`src/sv/fasta_record_parser_unit_defines.svh`:
```
// ---------------------------------------------------------------------------
// FASTA record parser assertion macros
// Shared concurrent assertion forms used by the parser RTL.
// ---------------------------------------------------------------------------
`ifndef FASTA_RECORD_PARSER_UNIT_DEFINES_SVH
`define FASTA_RECORD_PARSER_UNIT_DEFINES_SVH

// Same-cycle implication, checked outside reset.
`define FRP_ASSERT_NOW(name, clk, rst_n, ante, cons) \
    name: assert property (@(posedge clk) disable iff (!rst_n) (ante) |-> (cons)) \
        else $error("parser check failed");

// Next-cycle implication, checked outside reset.
`define FRP_ASSERT_NEXT(name, clk, rst_n, ante, cons) \
    name: assert property (@(posedge clk) disable iff (!rst_n) (ante) |=> (cons)) \
        else $error("parser check failed");

`endif

```
`src/sv/frp_pkg.sv`:
```
// ---------------------------------------------------------------------------
// FASTA record parser package
// Types, codes and constants shared by the parser modules.
// ---------------------------------------------------------------------------
package frp_pkg;

    localparam int CNT_W     = 31;
    localparam int DEF_CAP_W = 17;
    localparam int SEQ_CAP_W = 31;
    localparam int CHAR_W    = 8;
    localparam int CFG_IDX_W = 2;

    // Counters saturate here.
    localparam logic [CNT_W-1:0] COUNT_LIMIT = 31'h7fffffff;

    localparam logic [DEF_CAP_W-1:0] DEF_CAP_RESET = 17'd256;
    localparam logic [SEQ_CAP_W-1:0] SEQ_CAP_RESET = 31'd1048576;

    // Character constants.
    localparam logic [CHAR_W-1:0] CHAR_GT    = 8'h3e;
    localparam logic [CHAR_W-1:0] CHAR_LF    = 8'h0a;
    localparam logic [CHAR_W-1:0] CHAR_NUL   = 8'h00;
    localparam logic [CHAR_W-1:0] CHAR_SPACE = 8'h20;
    localparam logic [CHAR_W-1:0] CHAR_TAB   = 8'h09;
    localparam logic [CHAR_W-1:0] CHAR_CR    = 8'h0d;
    localparam logic [CHAR_W-1:0] CHAR_U     = 8'h75;
    localparam logic [CHAR_W-1:0] CHAR_T     = 8'h74;
    localparam logic [CHAR_W-1:0] CASE_BIT   = 8'h20;

    // Configuration register indexes.
    typedef enum logic [CFG_IDX_W-1:0] {
        CFG_DEF_CAPACITY = 2'd0,
        CFG_SEQ_CAPACITY = 2'd1
    } t_cfg_index;

    typedef enum logic [2:0] {
        PH_EXPECT  = 3'd0,
        PH_PRE_ID  = 3'd1,
        PH_ID      = 3'd2,
        PH_PRE_DEF = 3'd3,
        PH_DEF     = 3'd4,
        PH_SEQ     = 3'd5,
        PH_ERROR   = 3'd6
    } t_phase;

    typedef enum logic [2:0] {
        KIND_ID_CHAR    = 3'd0,
        KIND_DEF_CHAR   = 3'd1,
        KIND_BASE       = 3'd2,
        KIND_RECORD_END = 3'd3,
        KIND_STREAM_END = 3'd4,
        KIND_ERROR      = 3'd5
    } t_kind;

    typedef enum logic [1:0] {
        ERR_NONE       = 2'd0,
        ERR_NO_MARKER  = 2'd1,
        ERR_UNNAMED    = 2'd2
    } t_error;

    typedef struct packed {
        logic [DEF_CAP_W-1:0] def_capacity;
        logic [SEQ_CAP_W-1:0] seq_capacity;
    } t_cfg;

    typedef struct packed {
        t_phase           phase;
        logic [CNT_W-1:0] id_count;
        logic [CNT_W-1:0] def_count;
        logic [CNT_W-1:0] base_count;
        logic             overflow_seen;
    } t_parse_state;

    typedef struct packed {
        logic              valid;
        t_kind             kind;
        logic [CHAR_W-1:0] char_out;
        logic [CNT_W-1:0]  char_index;
        logic [CNT_W-1:0]  seq_stored;
        logic [CNT_W-1:0]  seq_total;
        logic [CNT_W-1:0]  def_total;
        logic              def_truncated;
        logic              seq_truncated;
        logic              seq_overflow;
        t_error            error_code;
    } t_result;

endpackage

```
`src/sv/frp_cfg.sv`:
```
// ---------------------------------------------------------------------------
// FASTA parser configuration registers
// Decodes configuration write transactions into the capacity registers.
// ---------------------------------------------------------------------------
module frp_cfg (
    input  logic                            i_clk,
    input  logic                            i_rst_n,
    input  logic                            i_cfg_valid,
    output logic                            o_cfg_ready,
    input  logic [frp_pkg::CFG_IDX_W-1:0]   i_cfg_index,
    input  logic [frp_pkg::SEQ_CAP_W-1:0]   i_cfg_data,
    output frp_pkg::t_cfg                   o_cfg
);

    frp_pkg::t_cfg r_cfg;
    frp_pkg::t_cfg n_cfg;

    // Writes are always taken; unknown indexes are dropped.
    assign o_cfg_ready = 1'b1;
    assign o_cfg       = r_cfg;

    // Register decode.
    always_comb begin
        n_cfg = r_cfg;
        if (i_cfg_valid) begin
            unique case (i_cfg_index)
                frp_pkg::CFG_DEF_CAPACITY: begin
                    n_cfg.def_capacity = i_cfg_data[frp_pkg::DEF_CAP_W-1:0];
                end
                frp_pkg::CFG_SEQ_CAPACITY: begin
                    n_cfg.seq_capacity = i_cfg_data;
                end
                default: begin
                    n_cfg = r_cfg;
                end
            endcase
        end
    end

    // Capacity registers.
    always_ff @(posedge i_clk) begin
        if (!i_rst_n) begin
            r_cfg <= '{def_capacity: frp_pkg::DEF_CAP_RESET,
                       seq_capacity: frp_pkg::SEQ_CAP_RESET};
        end else begin
            r_cfg <= n_cfg;
        end
    end

endmodule

```
`src/sv/frp_step.sv`:
```
// ---------------------------------------------------------------------------
// FASTA parser step logic
// Combinational phase and counter update for one byte or end-of-stream item.
// ---------------------------------------------------------------------------
module frp_step (
    input  frp_pkg::t_parse_state               i_state,
    input  frp_pkg::t_cfg                       i_cfg,
    input  logic [frp_pkg::CHAR_W-1:0]          i_byte_in,
    input  logic                                i_end_of_stream,
    output frp_pkg::t_parse_state               o_next_state,
    output frp_pkg::t_result                    o_result
);

    logic                         is_blank;
    logic                         is_letter;
    logic                         id_sat;
    logic                         def_sat;
    logic                         base_sat;
    logic [frp_pkg::CNT_W-1:0]    id_inc;
    logic [frp_pkg::CNT_W-1:0]    def_inc;
    logic [frp_pkg::CNT_W-1:0]    base_inc;
    logic                         def_keep;
    logic                         base_keep;
    logic [frp_pkg::CHAR_W-1:0]   base_char;
    logic [frp_pkg::CHAR_W-1:0]   lower_char;
    logic [frp_pkg::SEQ_CAP_W-1:0] seq_cap_m1;
    logic [frp_pkg::CNT_W-1:0]    stored;
    frp_pkg::t_parse_state        cleared;
    frp_pkg::t_result             blank_result;

    // Byte classes.
    assign is_blank  = (i_byte_in == frp_pkg::CHAR_SPACE) ||
                       ((i_byte_in >= frp_pkg::CHAR_TAB) && (i_byte_in <= frp_pkg::CHAR_CR));
    assign is_letter = ((i_byte_in >= 8'h41) && (i_byte_in <= 8'h5a)) ||
                       ((i_byte_in >= 8'h61) && (i_byte_in <= 8'h7a));

    // Saturating counter increments.
    assign id_sat   = (i_state.id_count >= frp_pkg::COUNT_LIMIT);
    assign def_sat  = (i_state.def_count >= frp_pkg::COUNT_LIMIT);
    assign base_sat = (i_state.base_count >= frp_pkg::COUNT_LIMIT);
    assign id_inc   = i_state.id_count + 31'd1;
    assign def_inc  = i_state.def_count + 31'd1;
    assign base_inc = i_state.base_count + 31'd1;

    // A character is kept while its 1-based count is below the capacity.
    assign def_keep  = ({14'd0, i_cfg.def_capacity} > def_inc);
    assign base_keep = (i_cfg.seq_capacity > base_inc);

    // Bases are lowercased, with u folded onto t.
    assign lower_char = i_byte_in | frp_pkg::CASE_BIT;
    assign base_char  = (lower_char == frp_pkg::CHAR_U) ? frp_pkg::CHAR_T : lower_char;

    // Record summary: bases stored is min(count, capacity - 1), or 0 without capacity.
    assign seq_cap_m1 = i_cfg.seq_capacity - 31'd1;
    assign stored = (i_cfg.seq_capacity == '0) ? '0 :
                    ((i_state.base_count < seq_cap_m1) ? i_state.base_count : seq_cap_m1);

    always_comb begin
        cleared               = '0;
        cleared.phase         = frp_pkg::PH_EXPECT;
        blank_result          = '0;
        blank_result.kind     = frp_pkg::KIND_ID_CHAR;
        blank_result.error_code = frp_pkg::ERR_NONE;
    end

    // Phase transition and result selection.
    always_comb begin
        o_next_state = i_state;
        o_result     = blank_result;

        if (i_end_of_stream) begin
            unique case (i_state.phase)
                frp_pkg::PH_PRE_ID: begin
                    o_next_state          = cleared;
                    o_result.valid        = 1'b1;
                    o_result.kind         = frp_pkg::KIND_ERROR;
                    o_result.error_code   = frp_pkg::ERR_UNNAMED;
                end
                frp_pkg::PH_ID, frp_pkg::PH_PRE_DEF, frp_pkg::PH_DEF, frp_pkg::PH_SEQ: begin
                    o_next_state           = cleared;
                    o_result.valid         = 1'b1;
                    o_result.kind          = frp_pkg::KIND_RECORD_END;
                    o_result.seq_stored    = stored;
                    o_result.seq_total     = i_state.base_count;
                    o_result.def_total     = i_state.def_count;
                    o_result.def_truncated = (i_state.def_count >=
                                              {14'd0, i_cfg.def_capacity});
                    o_result.seq_truncated = (i_state.base_count >= i_cfg.seq_capacity);
                    o_result.seq_overflow  = i_state.overflow_seen;
                end
                default: begin
                    // Expecting a marker, or recovering from an error.
                    o_next_state   = cleared;
                    o_result.valid = 1'b1;
                    o_result.kind  = frp_pkg::KIND_STREAM_END;
                end
            endcase
        end else begin
            unique case (i_state.phase)
                frp_pkg::PH_EXPECT: begin
                    if (i_byte_in == frp_pkg::CHAR_GT) begin
                        o_next_state       = cleared;
                        o_next_state.phase = frp_pkg::PH_PRE_ID;
                    end else begin
                        o_next_state        = cleared;
                        o_next_state.phase  = frp_pkg::PH_ERROR;
                        o_result.valid      = 1'b1;
                        o_result.kind       = frp_pkg::KIND_ERROR;
                        o_result.error_code = frp_pkg::ERR_NO_MARKER;
                    end
                end
                frp_pkg::PH_PRE_ID, frp_pkg::PH_ID: begin
                    priority if (i_byte_in == frp_pkg::CHAR_LF) begin
                        if (i_state.phase == frp_pkg::PH_PRE_ID) begin
                            o_next_state        = cleared;
                            o_next_state.phase  = frp_pkg::PH_ERROR;
                            o_result.valid      = 1'b1;
                            o_result.kind       = frp_pkg::KIND_ERROR;
                            o_result.error_code = frp_pkg::ERR_UNNAMED;
                        end else begin
                            o_next_state.phase = frp_pkg::PH_SEQ;
                        end
                    end else if (is_blank) begin
                        if (i_state.phase == frp_pkg::PH_ID) begin
                            o_next_state.phase = frp_pkg::PH_PRE_DEF;
                        end
                    end else begin
                        o_next_state.phase    = frp_pkg::PH_ID;
                        o_next_state.id_count = id_sat ? i_state.id_count : id_inc;
                        o_result.valid        = 1'b1;
                        o_result.kind         = frp_pkg::KIND_ID_CHAR;
                        o_result.char_out     = i_byte_in;
                        o_result.char_index   = i_state.id_count;
                    end
                end
                frp_pkg::PH_PRE_DEF, frp_pkg::PH_DEF: begin
                    priority if (i_byte_in == frp_pkg::CHAR_LF) begin
                        o_next_state.phase = frp_pkg::PH_SEQ;
                    end else if ((i_state.phase == frp_pkg::PH_DEF) &&
                                 (i_byte_in == frp_pkg::CHAR_NUL)) begin
                        o_next_state.phase = frp_pkg::PH_SEQ;
                    end else if ((i_state.phase == frp_pkg::PH_PRE_DEF) && is_blank) begin
                        o_next_state.phase = frp_pkg::PH_PRE_DEF;
                    end else begin
                        o_next_state.phase = frp_pkg::PH_DEF;
                        if (!def_sat) begin
                            o_next_state.def_count = def_inc;
                            o_result.valid         = def_keep;
                            o_result.kind          = frp_pkg::KIND_DEF_CHAR;
                            o_result.char_out      = i_byte_in;
                            o_result.char_index    = i_state.def_count;
                        end
                    end
                end
                frp_pkg::PH_SEQ: begin
                    priority if (i_byte_in == frp_pkg::CHAR_GT) begin
                        o_next_state           = cleared;
                        o_next_state.phase     = frp_pkg::PH_PRE_ID;
                        o_result.valid         = 1'b1;
                        o_result.kind          = frp_pkg::KIND_RECORD_END;
                        o_result.seq_stored    = stored;
                        o_result.seq_total     = i_state.base_count;
                        o_result.def_total     = i_state.def_count;
                        o_result.def_truncated = (i_state.def_count >=
                                                  {14'd0, i_cfg.def_capacity});
                        o_result.seq_truncated = (i_state.base_count >= i_cfg.seq_capacity);
                        o_result.seq_overflow  = i_state.overflow_seen;
                    end else if (!is_letter) begin
                        o_next_state.phase = frp_pkg::PH_SEQ;
                    end else if (base_sat) begin
                        o_next_state.overflow_seen = 1'b1;
                    end else begin
                        o_next_state.base_count = base_inc;
                        o_result.valid          = base_keep;
                        o_result.kind           = frp_pkg::KIND_BASE;
                        o_result.char_out       = base_char;
                        o_result.char_index     = i_state.base_count;
                    end
                end
                default: begin
                    // Error recovery and unused codes: bytes are dropped.
                    o_next_state.phase = frp_pkg::PH_ERROR;
                end
            endcase
        end
    end

endmodule

```
`src/sv/fasta_record_parser_unit.sv`:
```
// The parser takes one FASTA byte (or an end-of-stream mark) per input
// transaction and gives at most one result transaction for it: an identifier
// character, a definition character, a base, a record summary, a stream end
// or an error. A byte can be accepted in every clock cycle while the result
// channel does not stall. Each byte is captured in the input register, and
// its result is loaded into the result register when that register is free
// or draining. The combinational phase and counter update between those two
// registers sets the rate of one byte per cycle when the output is not held.
// While a finished result waits for i_out_ready, the input register still
// takes one byte and holds it, and the input then stalls until the result is
// taken. Capacity registers are written through the configuration channel,
// which is always ready.
// ---------------------------------------------------------------------------
// FASTA record parser top level
// Input register, parse step, state registers and result register.
// ---------------------------------------------------------------------------
`include "fasta_record_parser_unit_defines.svh"

module fasta_record_parser_unit (
    input  logic                            i_clk,
    input  logic                            i_rst_n,
    // Configuration write channel.
    input  logic                            i_cfg_valid,
    output logic                            o_cfg_ready,
    input  logic [frp_pkg::CFG_IDX_W-1:0]   i_cfg_index,
    input  logic [frp_pkg::SEQ_CAP_W-1:0]   i_cfg_data,
    // Byte input channel.
    input  logic                            i_in_valid,
    output logic                            o_in_ready,
    input  logic [frp_pkg::CHAR_W-1:0]      i_byte_in,
    input  logic                            i_end_of_stream,
    // Result channel.
    output logic                            o_out_valid,
    input  logic                            i_out_ready,
    output logic [2:0]                      o_kind,
    output logic [frp_pkg::CHAR_W-1:0]      o_char_out,
    output logic [frp_pkg::CNT_W-1:0]       o_char_index,
    output logic [frp_pkg::CNT_W-1:0]       o_seq_stored,
    output logic [frp_pkg::CNT_W-1:0]       o_seq_total,
    output logic [frp_pkg::CNT_W-1:0]       o_def_total,
    output logic                            o_def_truncated,
    output logic                            o_seq_truncated,
    output logic                            o_seq_overflow,
    output logic [1:0]                      o_error_code
);

    frp_pkg::t_cfg                  cfg;
    frp_pkg::t_parse_state          r_state;
    frp_pkg::t_parse_state          n_state;
    frp_pkg::t_result               step_result;
    frp_pkg::t_result               r_out;
    logic                           r_in_valid;
    logic [frp_pkg::CHAR_W-1:0]     r_byte;
    logic                           r_eos;
    logic                           r_out_valid;
    logic                           step_fire;
    logic                           in_fire;

    frp_cfg u_cfg (
        .i_clk       (i_clk),
        .i_rst_n     (i_rst_n),
        .i_cfg_valid (i_cfg_valid),
        .o_cfg_ready (o_cfg_ready),
        .i_cfg_index (i_cfg_index),
        .i_cfg_data  (i_cfg_data),
        .o_cfg       (cfg)
    );

    frp_step u_step (
        .i_state         (r_state),
        .i_cfg           (cfg),
        .i_byte_in       (r_byte),
        .i_end_of_stream (r_eos),
        .o_next_state    (n_state),
        .o_result        (step_result)
    );

    // The held item advances whenever the result register is free or draining.
    assign step_fire  = r_in_valid && (!r_out_valid || i_out_ready);
    assign o_in_ready = !r_in_valid || step_fire;
    assign in_fire    = i_in_valid && o_in_ready;

    // Input register.
    always_ff @(posedge i_clk) begin
        if (!i_rst_n) begin
            r_in_valid <= 1'b0;
        end else if (in_fire) begin
            r_in_valid <= 1'b1;
        end else if (step_fire) begin
            r_in_valid <= 1'b0;
        end
    end

    always_ff @(posedge i_clk) begin
        if (in_fire) begin
            r_byte <= i_byte_in;
            r_eos  <= i_end_of_stream;
        end
    end

    // Parse state registers.
    always_ff @(posedge i_clk) begin
        if (!i_rst_n) begin
            r_state <= '{phase: frp_pkg::PH_EXPECT, id_count: '0, def_count: '0,
                         base_count: '0, overflow_seen: 1'b0};
        end else if (step_fire) begin
            r_state <= n_state;
        end
    end

    // Result register.
    always_ff @(posedge i_clk) begin
        if (!i_rst_n) begin
            r_out_valid <= 1'b0;
        end else if (step_fire) begin
            r_out_valid <= step_result.valid;
        end else if (i_out_ready) begin
            r_out_valid <= 1'b0;
        end
    end

    always_ff @(posedge i_clk) begin
        if (step_fire && step_result.valid) begin
            r_out <= step_result;
        end
    end

    assign o_out_valid     = r_out_valid;
    assign o_kind          = r_out.kind;
    assign o_char_out      = r_out.char_out;
    assign o_char_index    = r_out.char_index;
    assign o_seq_stored    = r_out.seq_stored;
    assign o_seq_total     = r_out.seq_total;
    assign o_def_total     = r_out.def_total;
    assign o_def_truncated = r_out.def_truncated;
    assign o_seq_truncated = r_out.seq_truncated;
    assign o_seq_overflow  = r_out.seq_overflow;
    assign o_error_code    = r_out.error_code;

    // A held item that cannot advance stays held.
    `FRP_ASSERT_NEXT(a_in_held, i_clk, i_rst_n, r_in_valid && !step_fire, r_in_valid)

    // An error result always carries a nonzero error code.
    `FRP_ASSERT_NOW(a_err_code, i_clk, i_rst_n,
        r_out_valid && (r_out.kind == frp_pkg::KIND_ERROR),
        r_out.error_code != frp_pkg::ERR_NONE)

    // A record summary never stores more bases than it counted.
    `FRP_ASSERT_NOW(a_stored_le_total, i_clk, i_rst_n,
        r_out_valid && (r_out.kind == frp_pkg::KIND_RECORD_END),
        r_out.seq_stored <= r_out.seq_total)

    // Closing a record clears every record counter.
    `FRP_ASSERT_NEXT(a_record_cleared, i_clk, i_rst_n,
        step_fire && step_result.valid && (step_result.kind == frp_pkg::KIND_RECORD_END),
        (r_state.base_count == '0) && (r_state.def_count == '0) && !r_state.overflow_seen)

endmodule
```
`config.mk`:
```
export PLATFORM = sky130hd
export DESIGN_NAME = fasta_record_parser_unit
export DESIGN_NICKNAME = d
export VERILOG_FILES = /design/src/sv/frp_pkg.sv /design/src/sv/frp_cfg.sv /design/src/sv/frp_step.sv /design/src/sv/fasta_record_parser_unit.sv
export VERILOG_INCLUDE_DIRS = /design/src /design/src/sv
export SDC_FILE = /design/constraint.sdc
export NUM_CORES = 1
export LEC_CHECK = 0
export BUFFER_PORTS_ARGS = -buffer_cell sky130_fd_sc_hd__buf_2
export CAP_MARGIN = 30
export CORE_MARGIN = 2
export CORE_UTILIZATION = 64
export CTS_CLUSTER_DIAMETER = 150
export DETAILED_ROUTE_END_ITERATION = 6
export PLACE_DENSITY = 0.84
export SLEW_MARGIN = 40
export SYNTH_ARGS = -nofsm -noshare
export SYNTH_HDL_FRONTEND = slang
export SYNTH_SLANG_ARGS = --single-unit
```
`constraint.sdc`:
```
create_clock -name i_clk -period 14.5 [get_ports i_clk]
set_clock_uncertainty 0.1 [all_clocks]
set_input_delay 2.9 -clock i_clk [delete_from_list [all_inputs] [get_ports i_clk]]
set_output_delay 2.9 -clock i_clk [all_outputs]
set_load 0.005 [all_outputs]
```
==> flow_summary.ini <==
[run_status]
status = finished with violations
violations = DRC

[hold_path]
holdPathStages = 2
min_from = u_cfg.o_cfg[31]
min_to = u_cfg.o_cfg[31]
hp-class = flop to flop

[synthesis]
yosysTopAreaCell = edfxtp_1
syn_inst = 1897
synth.distinct_cells = 83
synthArstFlopShare_pct = 0
synth_edf_count = 149
ys_seq_area_share_pct = 42.6
yosys_register_bits = 296
synth-main-ff-cell = edfxtp_1
synth.area.top_cells = edfxtp_1 (26%), dfxtp_1 (17%), ha_1 (9.5%), nand2_1 (4.7%), a21oi_1 (3.8%)
synthesis.area_mm2 = 0.0174
yosys_warnings = 0
synth_top_cell_area_share_pct = 25.7
syn_area_per_cell_um2 = 9.17
syn-num-nets = 2076

[global_routing]
grt.total_usage_pct = 34.2
grt_pass1_vias = 14400
antenna_found_initial = 0
grt_pass1_wl_um = 77200
grt_max_degree = 80
grt_overflow = 0

[worst_setup_path]
r2r-end = o_char_index[20]
worstReg2RegStart = r_state[2]
worst_ep_required_time_ps = 11500
cp_max_fo = 2
r2r_cells = 16
start_kind = primary input
worstSetupPathType = primary input to output pin
r2r_setup_slack_ps = 8530
arrival_ps = 3350
cp-end-kind = output pin

[route]
post-route-drc-count = 23
viasPerCell = 6.52
via_count = 15400
dr.pass1.iters = 7
wl_per_cell_um = 21.2
routed_wl_um = 50100
dr.first_iter.drc_count = 1796
ant_nets = 0

[sta]
rsz0062_at_grt = no
worst_slew_pin_slew_ps = 900
max_freq_mhz = 157
setup_tns_ps = 0
period_minus_slack_ps = 6350
finalMaxSlewViolations = 0
relSlewSlack_pct = 40.0
period_share_pct = 43.8
finalHoldViolCount = 0
setup_viol = 0

[pwr]
sw_frac_of_total_pct = 24.8
combPwrFrac_pct = 10.3
ir_worst_vdd_uv = 93.3
p_switching_w = 0.000477
p_clk_share_pct = 41.6
p_per_area_mw_per_mm2 = 98.7
seqPwrFrac_pct = 48.1
power.internal_w = 0.00145
p_leak_nw = 7.36
p_total_w = 0.00192

[cts]
postCtsHoldBufs = 0
cts.sinks = 296
post_cts_buffers = 0
clk_latency_ps = 570
clkSlewWorstSetupHoldPaths_ps = 60
ctsResizeCount = 0
cts-root-buf = clkbuf_16
cts_max_level = 1
cts_tree = done
clk_path_buf_depth = 3
numCtsBuffers = 31

[finish]
mostFrequentLayoutCells = nand2_1 (213), buf_2 (188), edfxtp_1 (149), dfxtp_1 (146), nor2_1 (136)
antenna_cells = 0
syn2layout_area_growth_pct = 12.0
nets = 2182
final_common_cell = nand2_1
n_fill_cell = 1972
drive_above_1_share_pct = 15.9
multi_input_area_mm2 = 0.00928
seq_area_mm2 = 0.00742

[floorplan]
core_mm2 = 0.0268
dieArea_mm2 = 0.0285
fp.dieH_um = 169
die_w_um = 169
num_rows = 60
start_util_pct = 64.9
num_io_pins = 190

[job]
cap_viol_max_count = 0

[place]
dp_hpwl_um = 35800
io_buffers = 188
gp_congestion = 0.956
## Yosys cell counts (25+ instances only)
cell type / instances
ha_1: 132
nor2_1: 136
a21oi_1: 132
nand3_1: 60
edfxtp_1: 149
a222oi_1: 31
nor3_1: 62
nand2_1: 218
a31oi_1: 25
inv_1: 66
xor2_1: 39
xnor2_1: 63
nand4_1: 56
a211oi_1: 40
clkbuf_1: 104
dfxtp_1: 147
o21ai_0: 55
and2_1: 82
## power groups by stage
stage	clock network [W]	registers, W	logic, W
CTS	0.000805	0.000925	0.000195
finish	0.000800	0.000925	0.000199
global placement	0	0.000942	0.000187
floorplan	0	0.000941	0.000128
global route	0.000835	0.000927	0.000216
detailed placement	0	0.000942	0.000193
## per-layer routing
metal | vias up | global-route usage (%) | part of all wire (%)
met4 | 0 | 13.6 | 4.6
met2 | 860 | 56.6 | 46
met3 | 159 | 5.38 | 9.4
li1 | 7127 | - | -
met5 | - | 0 | 0
met1 | 7300 | 45.2 | 40
## area by class of cell
type	count	area share [%]
Tap cell	341	2.19
Clock inverter	11	0.443
Clock buffer	46	4.90
Timing Repair Buffer	204	5.47
Multi-Input combinational cell	1404	47.7
Inverter	66	1.27
Sequential cell	296	38.1
## critical path, stage by stage
cell and delay [ps]:
buf_2 100, nor2b_1 140, nand2_1 80, buf_2 130
## flip-flops by register name (all words and copies together) (netlist names), 2 cells and up
signal / flops
r_byte: 8
o_char_index: 31
r_state: 97
o_seq_total: 31
o_error_code: 2
u_cfg.o_cfg: 48
o_char_out: 8
o_seq_stored: 31
o_kind: 3
o_def_total: 31
## how the worst max path moves through the flow
stage | startpoint | endpoint | slack (ps) | cells after the start
4_1_cts | i_out_ready | o_in_ready | 8140 | 4
2_1_floorplan | i_out_ready | o_char_index[0] | 7150 | 7
6_report | i_out_ready | o_in_ready | 8150 | 4
5_1_grt | i_out_ready | o_in_ready | 8100 | 4
3_3_place_gp | i_out_ready | o_in_ready | 8160 | 4
3_5_place_dp | i_out_ready | o_in_ready | 8150 | 4
## through the flow
stage                     std cells  hold slack, ps  util (%)  worst slack [ps]  cell area, um2
after floorplan                1897             328         -              7150           17400
after global placement         2311             374      68.6              8160           18400
after detailed placement       2311             382      68.7              8150           18400
after CTS                      2368             399      72.6              8140           19500
after global routing           2368             409      72.7              8100           19500
final                          2368             396      72.7              8150           19500
## kinds of logic after synthesis
logic type / synth area share, %
other: 0.0216
and+or+nand+nor: 23.1
adders and majority gates: 9.50
xor gates and xnor gates: 5.42
buffers and inverters: 4.58
AOI/OAI and AO/OA: 14.6
muxes: 0.122
DFF: 42.6
Power figures use the tool's default switching activity.
